$ cat src/design/ctc_pkg.sv
package ctc_pkg;

    localparam int unsigned CTC_SLOTS_DEF   = 8;
    localparam logic [63:0] CTC_TMO_RESET   = 64'd5000000000;
    localparam logic [31:0] CTC_ID_RESET    = 32'hFFFF_FFFF;

    // Result event codes
    localparam logic [2:0] EV_HIT   = 3'd0;
    localparam logic [2:0] EV_NEW   = 3'd1;
    localparam logic [2:0] EV_FULL  = 3'd2;
    localparam logic [2:0] EV_EVICT = 3'd3;
    localparam logic [2:0] EV_NONE  = 3'd4;

    // Request commands
    localparam logic CMD_PACKET = 1'b0;
    localparam logic CMD_SWEEP  = 1'b1;

    typedef enum logic [1:0] {
        ST_IDLE,
        ST_LOOKUP,
        ST_SWEEP
    } ctc_state_t;

    // Running priority flags handed from cell to cell
    typedef struct packed {
        logic hit;
        logic free;
        logic exp;
        logic exp2;
    } ctc_chain_t;

    // Broadcast control from the sequencer to every cell
    typedef struct packed {
        logic lookup;
        logic commit;
        logic any_hit;
        logic evict;
        logic tmo_zero;
    } ctc_cell_ctrl_t;

    // Per-cell selection flags back to the sequencer
    typedef struct packed {
        logic hit_first;
        logic ins_sel;
        logic exp_first;
    } ctc_cell_stat_t;

endpackage

$ cat src/design/ctc_in_if.sv
interface ctc_in_if;
    logic        valid;
    logic        ready;
    logic        command;
    logic [31:0] src_address;
    logic [15:0] src_port;
    logic [63:0] now_ns;

    modport source (output valid, command, src_address, src_port, now_ns, input ready);
    modport sink   (input valid, command, src_address, src_port, now_ns, output ready);
endinterface

$ cat src/design/ctc_out_if.sv
interface ctc_out_if;
    logic        valid;
    logic        ready;
    logic [2:0]  event_kind;
    logic [2:0]  slot_index;
    logic [31:0] conn_id;
    logic [3:0]  active_count;
    logic        last_result;

    modport source (output valid, event_kind, slot_index, conn_id, active_count, last_result,
                    input ready);
    modport sink   (input valid, event_kind, slot_index, conn_id, active_count, last_result,
                    output ready);
endinterface

$ cat src/design/ctc_cell.sv
module ctc_cell
    import ctc_pkg::*;
(
    input  logic           clk,
    input  logic           rst_n,
    input  ctc_cell_ctrl_t ctrl,
    input  logic [31:0]    key_address,
    input  logic [15:0]    key_port,
    input  logic [63:0]    now,
    input  logic [63:0]    timeout,
    input  logic [31:0]    new_id,
    input  ctc_chain_t     chain_in,
    output ctc_chain_t     chain_out,
    output ctc_cell_stat_t stat,
    output logic [31:0]    id
);

    logic        valid_reg;
    logic        valid_next;
    logic [31:0] address_reg;
    logic [15:0] port_reg;
    logic [31:0] id_reg;
    logic [63:0] seen_reg;

    logic        match;
    logic        hit_first;
    logic        free_here;
    logic        free_first;
    logic        ins_sel;
    logic        touched;
    logic [63:0] age;
    logic        expired;
    logic        exp_first;

    always_comb
    begin
        match      = valid_reg && (address_reg == key_address) && (port_reg == key_port);
        hit_first  = match && !chain_in.hit;
        free_here  = !valid_reg;
        free_first = free_here && !chain_in.free;
        ins_sel    = !ctrl.any_hit && free_first;
        touched    = ctrl.lookup && (hit_first || ins_sel);
        age        = now - seen_reg;
        // a slot stamped in this cycle has age zero
        expired    = touched ? ctrl.tmo_zero : (valid_reg && (age >= timeout));
        exp_first  = expired && !chain_in.exp;

        chain_out.hit  = chain_in.hit  || match;
        chain_out.free = chain_in.free || free_here;
        chain_out.exp  = chain_in.exp  || expired;
        chain_out.exp2 = chain_in.exp2 || (expired && chain_in.exp);

        stat.hit_first = hit_first;
        stat.ins_sel   = ins_sel;
        stat.exp_first = exp_first;
        id             = id_reg;
    end

    always_comb
    begin
        valid_next = valid_reg;
        if (ctrl.commit && ins_sel)
        begin
            valid_next = 1'b1;
        end
        else if (ctrl.evict && exp_first)
        begin
            valid_next = 1'b0;
        end
    end

    always_ff @(posedge clk or negedge rst_n)
    begin
        if (!rst_n)
        begin
            valid_reg <= 1'b0;
        end
        else
        begin
            valid_reg <= valid_next;
        end
    end

    always_ff @(posedge clk)
    begin
        if (ctrl.commit && ins_sel)
        begin
            address_reg <= key_address;
            port_reg    <= key_port;
            id_reg      <= new_id;
        end
        if (ctrl.commit && (hit_first || ins_sel))
        begin
            seen_reg <= now;
        end
    end

endmodule

$ cat src/design/connection_table_with_aging.sv
// Connection table with idle aging. Each request carries a command (packet
// or sweep only), a source address and port and the current time in ns.
// A packet looks its key up among the valid slots: a hit refreshes the
// slot's last-seen time, a miss takes the lowest free slot with the next
// client id, and a full table rejects. Then every valid slot idle for at
// least the timeout is evicted, one result each, lowest slot first; the
// final result of a request has last_result set. A request is first
// captured, then looked up across the cell row; each eviction then
// follows as a result of its own, and any result waits while the output
// register is still held by the receiver. The timeout may be written
// only while the block is idle.
module connection_table_with_aging
    import ctc_pkg::*;
#(
    parameter int unsigned SLOTS = CTC_SLOTS_DEF
)
(
    input  logic        clk,
    input  logic        rst_n,
    input  logic        timeout_we,
    input  logic [63:0] timeout_wdata,
    ctc_in_if.sink      request,
    ctc_out_if.source   result
);

    localparam int unsigned IDX_W = (SLOTS > 1) ? $clog2(SLOTS) : 1;
    localparam int unsigned CNT_W = $clog2(SLOTS + 1);

    ctc_state_t state_reg;
    ctc_state_t state_next;

    logic [63:0]      timeout_reg;
    logic [31:0]      id_counter_reg;
    logic [CNT_W-1:0] count_reg;
    logic [CNT_W-1:0] count_next;

    logic        cmd_reg;
    logic [31:0] address_reg;
    logic [15:0] port_reg;
    logic [63:0] now_reg;

    logic        out_valid_reg;
    logic [2:0]  out_kind_reg;
    logic [2:0]  out_slot_reg;
    logic [31:0] out_id_reg;
    logic [3:0]  out_count_reg;
    logic        out_last_reg;

    ctc_chain_t     chain [SLOTS+1];
    ctc_cell_ctrl_t ctrl;
    ctc_cell_stat_t stat [SLOTS];
    logic [31:0]    cell_id [SLOTS];
    logic [31:0]    new_id;

    logic             out_free;
    logic             accept;
    logic             emit;
    logic             insert;
    logic [2:0]       em_kind;
    logic [IDX_W-1:0] em_idx;
    logic [31:0]      em_id;
    logic [CNT_W-1:0] em_count;
    logic             em_last;

    logic [IDX_W-1:0] hit_idx;
    logic [IDX_W-1:0] ins_idx;
    logic [IDX_W-1:0] exp_idx;
    logic [31:0]      hit_id;
    logic [31:0]      exp_id;

    logic [IDX_W+2:0] idx_ext;
    logic [CNT_W+3:0] cnt_ext;

    assign out_free = !out_valid_reg || result.ready;
    assign accept   = request.valid && request.ready;
    assign new_id   = id_counter_reg + 32'd1;

    assign chain[0] = '0;

    generate
        for (genvar i = 0; i < SLOTS; i++)
        begin : g_cell
            ctc_cell u_cell (
                .clk         (clk),
                .rst_n       (rst_n),
                .ctrl        (ctrl),
                .key_address (address_reg),
                .key_port    (port_reg),
                .now         (now_reg),
                .timeout     (timeout_reg),
                .new_id      (new_id),
                .chain_in    (chain[i]),
                .chain_out   (chain[i+1]),
                .stat        (stat[i]),
                .id          (cell_id[i])
            );
        end
    endgenerate

    // one-hot selections to slot numbers and ids
    always_comb
    begin
        hit_idx = '0;
        ins_idx = '0;
        exp_idx = '0;
        hit_id  = '0;
        exp_id  = '0;
        for (int i = 0; i < SLOTS; i++)
        begin
            if (stat[i].hit_first)
            begin
                hit_idx = hit_idx | IDX_W'(i);
                hit_id  = hit_id | cell_id[i];
            end
            if (stat[i].ins_sel)
            begin
                ins_idx = ins_idx | IDX_W'(i);
            end
            if (stat[i].exp_first)
            begin
                exp_idx = exp_idx | IDX_W'(i);
                exp_id  = exp_id | cell_id[i];
            end
        end
    end

    always_comb
    begin
        state_next = state_reg;
        unique case (state_reg)
            ST_IDLE:
            begin
                if (accept)
                begin
                    state_next = ST_LOOKUP;
                end
            end
            ST_LOOKUP:
            begin
                if (cmd_reg == CMD_PACKET)
                begin
                    if (out_free)
                    begin
                        state_next = chain[SLOTS].exp ? ST_SWEEP : ST_IDLE;
                    end
                end
                else if (chain[SLOTS].exp)
                begin
                    state_next = ST_SWEEP;
                end
                else if (out_free)
                begin
                    state_next = ST_IDLE;
                end
            end
            ST_SWEEP:
            begin
                if (out_free && !chain[SLOTS].exp2)
                begin
                    state_next = ST_IDLE;
                end
            end
            default:
            begin
                state_next = ST_IDLE;
            end
        endcase
    end

    always_comb
    begin
        request.ready = 1'b0;
        ctrl          = '0;
        ctrl.any_hit  = chain[SLOTS].hit;
        ctrl.tmo_zero = (timeout_reg == 64'd0);
        emit          = 1'b0;
        insert        = 1'b0;
        em_kind       = EV_NONE;
        em_idx        = '0;
        em_id         = '0;
        em_count      = count_reg;
        em_last       = 1'b1;
        count_next    = count_reg;
        unique case (state_reg)
            ST_IDLE:
            begin
                request.ready = 1'b1;
            end
            ST_LOOKUP:
            begin
                if (cmd_reg == CMD_PACKET)
                begin
                    ctrl.lookup = 1'b1;
                    ctrl.commit = out_free;
                    emit        = out_free;
                    em_last     = !chain[SLOTS].exp;
                    if (chain[SLOTS].hit)
                    begin
                        em_kind = EV_HIT;
                        em_idx  = hit_idx;
                        em_id   = hit_id;
                    end
                    else if (chain[SLOTS].free)
                    begin
                        em_kind  = EV_NEW;
                        em_idx   = ins_idx;
                        em_id    = new_id;
                        em_count = count_reg + CNT_W'(1);
                        insert   = out_free;
                    end
                    else
                    begin
                        em_kind = EV_FULL;
                    end
                    if (out_free)
                    begin
                        count_next = em_count;
                    end
                end
                else if (!chain[SLOTS].exp)
                begin
                    // sweep with nothing to evict
                    emit = out_free;
                end
            end
            ST_SWEEP:
            begin
                ctrl.evict = out_free;
                emit       = out_free;
                em_kind    = EV_EVICT;
                em_idx     = exp_idx;
                em_id      = exp_id;
                em_count   = count_reg - CNT_W'(1);
                em_last    = !chain[SLOTS].exp2;
                if (out_free)
                begin
                    count_next = em_count;
                end
            end
            default:
            begin
                request.ready = 1'b0;
            end
        endcase
    end

    assign idx_ext = {3'b000, em_idx};
    assign cnt_ext = {4'b0000, em_count};

    always_ff @(posedge clk or negedge rst_n)
    begin
        if (!rst_n)
        begin
            state_reg      <= ST_IDLE;
            timeout_reg    <= CTC_TMO_RESET;
            id_counter_reg <= CTC_ID_RESET;
            count_reg      <= '0;
            out_valid_reg  <= 1'b0;
        end
        else
        begin
            state_reg <= state_next;
            count_reg <= count_next;
            if (timeout_we)
            begin
                timeout_reg <= timeout_wdata;
            end
            if (insert)
            begin
                id_counter_reg <= new_id;
            end
            if (emit)
            begin
                out_valid_reg <= 1'b1;
            end
            else if (result.ready)
            begin
                out_valid_reg <= 1'b0;
            end
        end
    end

    always_ff @(posedge clk)
    begin
        if (accept)
        begin
            cmd_reg     <= request.command;
            address_reg <= request.src_address;
            port_reg    <= request.src_port;
            now_reg     <= request.now_ns;
        end
        if (emit)
        begin
            out_kind_reg  <= em_kind;
            out_slot_reg  <= idx_ext[2:0];
            out_id_reg    <= em_id;
            out_count_reg <= cnt_ext[3:0];
            out_last_reg  <= em_last;
        end
    end

    assign result.valid        = out_valid_reg;
    assign result.event_kind   = out_kind_reg;
    assign result.slot_index   = out_slot_reg;
    assign result.conn_id      = out_id_reg;
    assign result.active_count = out_count_reg;
    assign result.last_result  = out_last_reg;

endmodule

$ cat src/flat_wrapper.sv
// flat-port wrapper written by rule: the top's interface ports become plain ports
module connection_table_with_aging_flat import ctc_pkg::*;
#(
    parameter int unsigned SLOTS = CTC_SLOTS_DEF
)
  (clk, rst_n, timeout_we, timeout_wdata, request_valid, request_command, request_src_address, request_src_port, request_now_ns, request_ready, result_valid, result_event_kind, result_slot_index, result_conn_id, result_active_count, result_last_result, result_ready);
  ctc_in_if request_i ();
  ctc_out_if result_i ();
  input  logic clk;
  input  logic rst_n;
  input  logic timeout_we;
  input  logic [63:0] timeout_wdata;
  input wire logic [$bits(request_i.valid)-1:0] request_valid;
  input wire logic [$bits(request_i.command)-1:0] request_command;
  input wire logic [$bits(request_i.src_address)-1:0] request_src_address;
  input wire logic [$bits(request_i.src_port)-1:0] request_src_port;
  input wire logic [$bits(request_i.now_ns)-1:0] request_now_ns;
  output wire logic [$bits(request_i.ready)-1:0] request_ready;
  output wire logic [$bits(result_i.valid)-1:0] result_valid;
  output wire logic [$bits(result_i.event_kind)-1:0] result_event_kind;
  output wire logic [$bits(result_i.slot_index)-1:0] result_slot_index;
  output wire logic [$bits(result_i.conn_id)-1:0] result_conn_id;
  output wire logic [$bits(result_i.active_count)-1:0] result_active_count;
  output wire logic [$bits(result_i.last_result)-1:0] result_last_result;
  input wire logic [$bits(result_i.ready)-1:0] result_ready;
  assign request_i.valid = request_valid;
  assign request_i.command = request_command;
  assign request_i.src_address = request_src_address;
  assign request_i.src_port = request_src_port;
  assign request_i.now_ns = request_now_ns;
  assign request_ready = request_i.ready;
  assign result_valid = result_i.valid;
  assign result_event_kind = result_i.event_kind;
  assign result_slot_index = result_i.slot_index;
  assign result_conn_id = result_i.conn_id;
  assign result_active_count = result_i.active_count;
  assign result_last_result = result_i.last_result;
  assign result_i.ready = result_ready;
  connection_table_with_aging #(.SLOTS(SLOTS)) u_core (.clk(clk), .rst_n(rst_n), .timeout_we(timeout_we), .timeout_wdata(timeout_wdata), .request(request_i), .result(result_i));
endmodule
$ cat config.mk
export PLATFORM = sky130hd
export DESIGN_NAME = connection_table_with_aging_flat
export DESIGN_NICKNAME = d
export VERILOG_FILES = /design/src/design/ctc_pkg.sv /design/src/design/ctc_in_if.sv /design/src/design/ctc_out_if.sv /design/src/design/ctc_cell.sv /design/src/design/connection_table_with_aging.sv /design/src/flat_wrapper.sv
export SDC_FILE = /design/constraint.sdc
export NUM_CORES = 2
export LEC_CHECK = 0
export BUFFER_PORTS_ARGS = -buffer_cell sky130_fd_sc_hd__buf_2
export CELL_PAD_IN_SITES_DETAIL_PLACEMENT = 1
export CELL_PAD_IN_SITES_GLOBAL_PLACEMENT = 1
export CORE_MARGIN = 3
export CORE_UTILIZATION = 43
export DETAILED_ROUTE_END_ITERATION = 12
export PLACE_DENSITY_LB_ADDON = 0.1
export SYNTH_ARGS = -nofsm -noshare
export SYNTH_HDL_FRONTEND = slang
export SYNTH_SLANG_ARGS = --single-unit
$ cat constraint.sdc
create_clock -name clk -period 19.6 [get_ports clk]
set_input_delay 1.96 -clock clk [delete_from_list [all_inputs] [get_ports clk]]
set_output_delay 1.96 -clock clk [all_outputs]
set_load 0.01 [all_outputs]
==> flow_summary.yaml <==
synthesis:
  synth.most_common_cell: "edfxtp_1"
  ys_seq_area_share_pct: 45.9
  async_flop_share_pct: 7.82
  synth_top_area_share_pct: 42.8
  synth_cell_type_count: 96
  yosysTopAreaCell: "edfxtp_1"
  yosysWarnings: 0
  netlist_area_sq_um: 91800
  ys_top_cells_by_count: "edfxtp_1, ha_1, inv_1"
  syn_inst: 8618
  synth-edff-count: 1308
  synth_nets: 9830
  synth_area_leaders: "edfxtp_1, ha_1, xnor2_1"
  ys_ff_latch: 1419
  synth_ff_type: "edfxtp_1"
  avgSynthCellArea_sq_um: 10.6
power_and_ir_drop:
  ir_drop_v: 0.000122
  p_int_mw: 7.39
  p_leak_nw: 41.7
  power_frac_seq_pct: 32.2
  p_per_area_nw_per_um2: 116
  switching_power_mw: 4.61
  pwr-share-comb_pct: 41.0
  p_sw_share_pct: 38.4
  clockPowerShare_pct: 26.8
floorplan:
  die_h_um: 468
  initial_core_util_pct: 43.5
  ioPinCount: 227
  die_area_sq_um: 219000
  die_width_um: 468
  coreArea_sq_um: 211000
  rows: 168
route:
  wl_um: 297000
  routed_via_density: 5.89
  routed-via-count: 70562
  dr.pass1.iters: 6
  initialDrtViolationCount: 4653
  drc: 0
  routedWlPerCell_um: 24.8
  drtAntennaViolNets: 0
clock_tree:
  cts_hold_buf: 0
  cts_setup_buffers: 0
  ctsResizeCount: 0
  cts_tree: "done"
  cts_made_buffers: 169
  cts_sinks: 1419
  root_buffer: "clkbuf_16"
  clk_latency_ns: 0.85
  clk_path_buf_depth: 3
  cts_max_level: 4
  clk_pin_slew_ns: 0.06
setup_path:
  startpoint: "u_core.now_reg[2]"
  r2r-end: "u_core.result.conn_id[5]"
  required_ns: 20.05
  slowest_delay_ns: 0.94
  rrSetupSlack_ns: 8.57
  reg2reg_from: "u_core.now_reg[2]"
  arrival_ns: 11.48
  crit_path_top_delay_cell: "a211oi_4"
  cp-endpoint: "u_core.result.conn_id[5]"
  endpoint_kind: "register"
  crit_fanout: 69
  r2r.worst_path.cells: 29
  start_kind: "register"
  path_class: "reg -> reg"
  cp_common_cell: "o21ai_0"
timing:
  finalSetupViolCount: 0
  hold_viol_final: 0
  fin_crit_ns: 11.03
  finClkSkew_ns: 0.0632
  rsz0062_at_grt: "false"
  fin_crit_sh_pct: 56.3
  slew_viol_final: 0
  worst_slew_pin_slew_ns: 1.17
  whs_ns: 0.488
  max_freq_ghz: 0.0907
  slew-limit-headroom_pct: 21.8
  setup_tns_ns: 0
finish:
  drive_gt1_share_pct: 8.72
  largest_reg_flops: 512
  syn_to_final_growth_pct: 12.3
  nNetsFinal: 10244
  post-route-util_pct: 48.9
placed_design:
  dp.final_hpwl_um: 214000
  portBuffers: 226
  gp_congestion: 0.891
grt:
  grt_pass1_wl_um: 450000
  antenna_found_initial: 15
  track_usage_pct: 26.7
  grt_pass1_vias: 74612
  overflow: 0
  grt_max_degree: 94
worst_hold_path:
  hold_class: "reg -> reg"
  hold_depth: 2
outcome:
  outcome: "complete, no violations"
run:
  max_cap_viol_count: 0
## metrics by stage
step                worst slack (ns)  instance area, sq um  total power [mW]  std cells
global placement                8.79                 97400              8.63      11666
global route                    7.92                103000              12.8      11979
detailed placement              8.56                 97400              8.80      11666
floorplan                      10.41                 91800              7.19       8618
finish                          8.57                103000              12.0      11984
CTS                             8.50                103000              12.1      11978
## cell families (layout without fill, tap and decap cells)
group,count (synthesis),in the layout,synth area share [%]
flops,1419,1419,45.9
mux,8,8,0.0913
simple gates,1911,1911,10.4
buf+inv,960,1515,3.99
compound gates,2407,2407,17.1
xor+xnor,881,881,8.41
fa+ha+maj,1032,1032,14.1
other cells,0,6,0
## power groups by stage
stage / sequential [mW] / clock, mW / combinational, mW
finish: 3.87 / 3.22 / 4.92
global route: 3.89 / 3.41 / 5.46
CTS: 3.87 / 3.28 / 4.91
detailed placement: 3.92 / 0 / 4.87
global placement: 3.92 / 0 / 4.71
floorplan: 3.95 / 0 / 3.24
## layer usage
layer / share of wire (%) / GRT usage (%) / vias to the layer above
li1: - / - / 32963
met1: 45 / 35.9 / 35537
met2: 47 / 44.9 / 1612
met3: 4.8 / 3.49 / 446
met4: 3.0 / 7.79 / 4
met5: 0.010 / 0 / -
## layout by cell type (no fill, tap or decap), drive strengths merged, types with 117 or more instances in the layout
cell / netlist / final
nand4: 200 / 200
edfxtp: 1308 / 1308
o21a: 117 / 117
a21o: 358 / 358
nand3: 187 / 187
inv: 767 / 769
o21ai: 456 / 456
a21oi: 635 / 635
nand2: 487 / 487
ha: 1022 / 1022
xor2: 313 / 313
nor3: 125 / 125
nor2: 399 / 399
xnor2: 568 / 568
a31oi: 141 / 141
clkbuf: 156 / 220
buf: 36 / 435
## area by class of cell
| cell class | count | area, sq um |
|---|---|---|
| inverters | 768 | 2880 |
| repair buffers | 435 | 2710 |
| well taps | 2805 | 3510 |
| diodes | 6 | 15.0 |
| clock buffers | 220 | 4580 |
| fillers | 22724 | 108000 |
| clock inverters | 92 | 1070 |
| multi-input cells | 6239 | 46200 |
| flip-flops and latches | 1419 | 42100 |
## worst max-delay path: cells and delay by family (launching register included)
kind	cells	cell delay [ns]
AND/OR/NAND/NOR	2	0.43
XOR/XNOR	1	0.18
AO/OA/AOI/OAI	22	7.51
buffers and inverters	2	0.98
flip-flops	1	0.81
adder cells (fa/ha/maj)	2	0.71
## worst min-delay path by stage
stage,from,to,slack [ns]
floorplan,u_core.id_counter_reg[1],u_core.id_counter_reg[1],0.45
global placement,u_core.id_counter_reg[1],u_core.id_counter_reg[1],0.47
detailed placement,u_core.id_counter_reg[1],u_core.id_counter_reg[1],0.48
CTS,u_core.id_counter_reg[1],u_core.id_counter_reg[1],0.49
global route,u_core.id_counter_reg[1],u_core.id_counter_reg[1],0.50
finish,u_core.id_counter_reg[1],u_core.id_counter_reg[1],0.49
(Power assumes the default switching activity.)
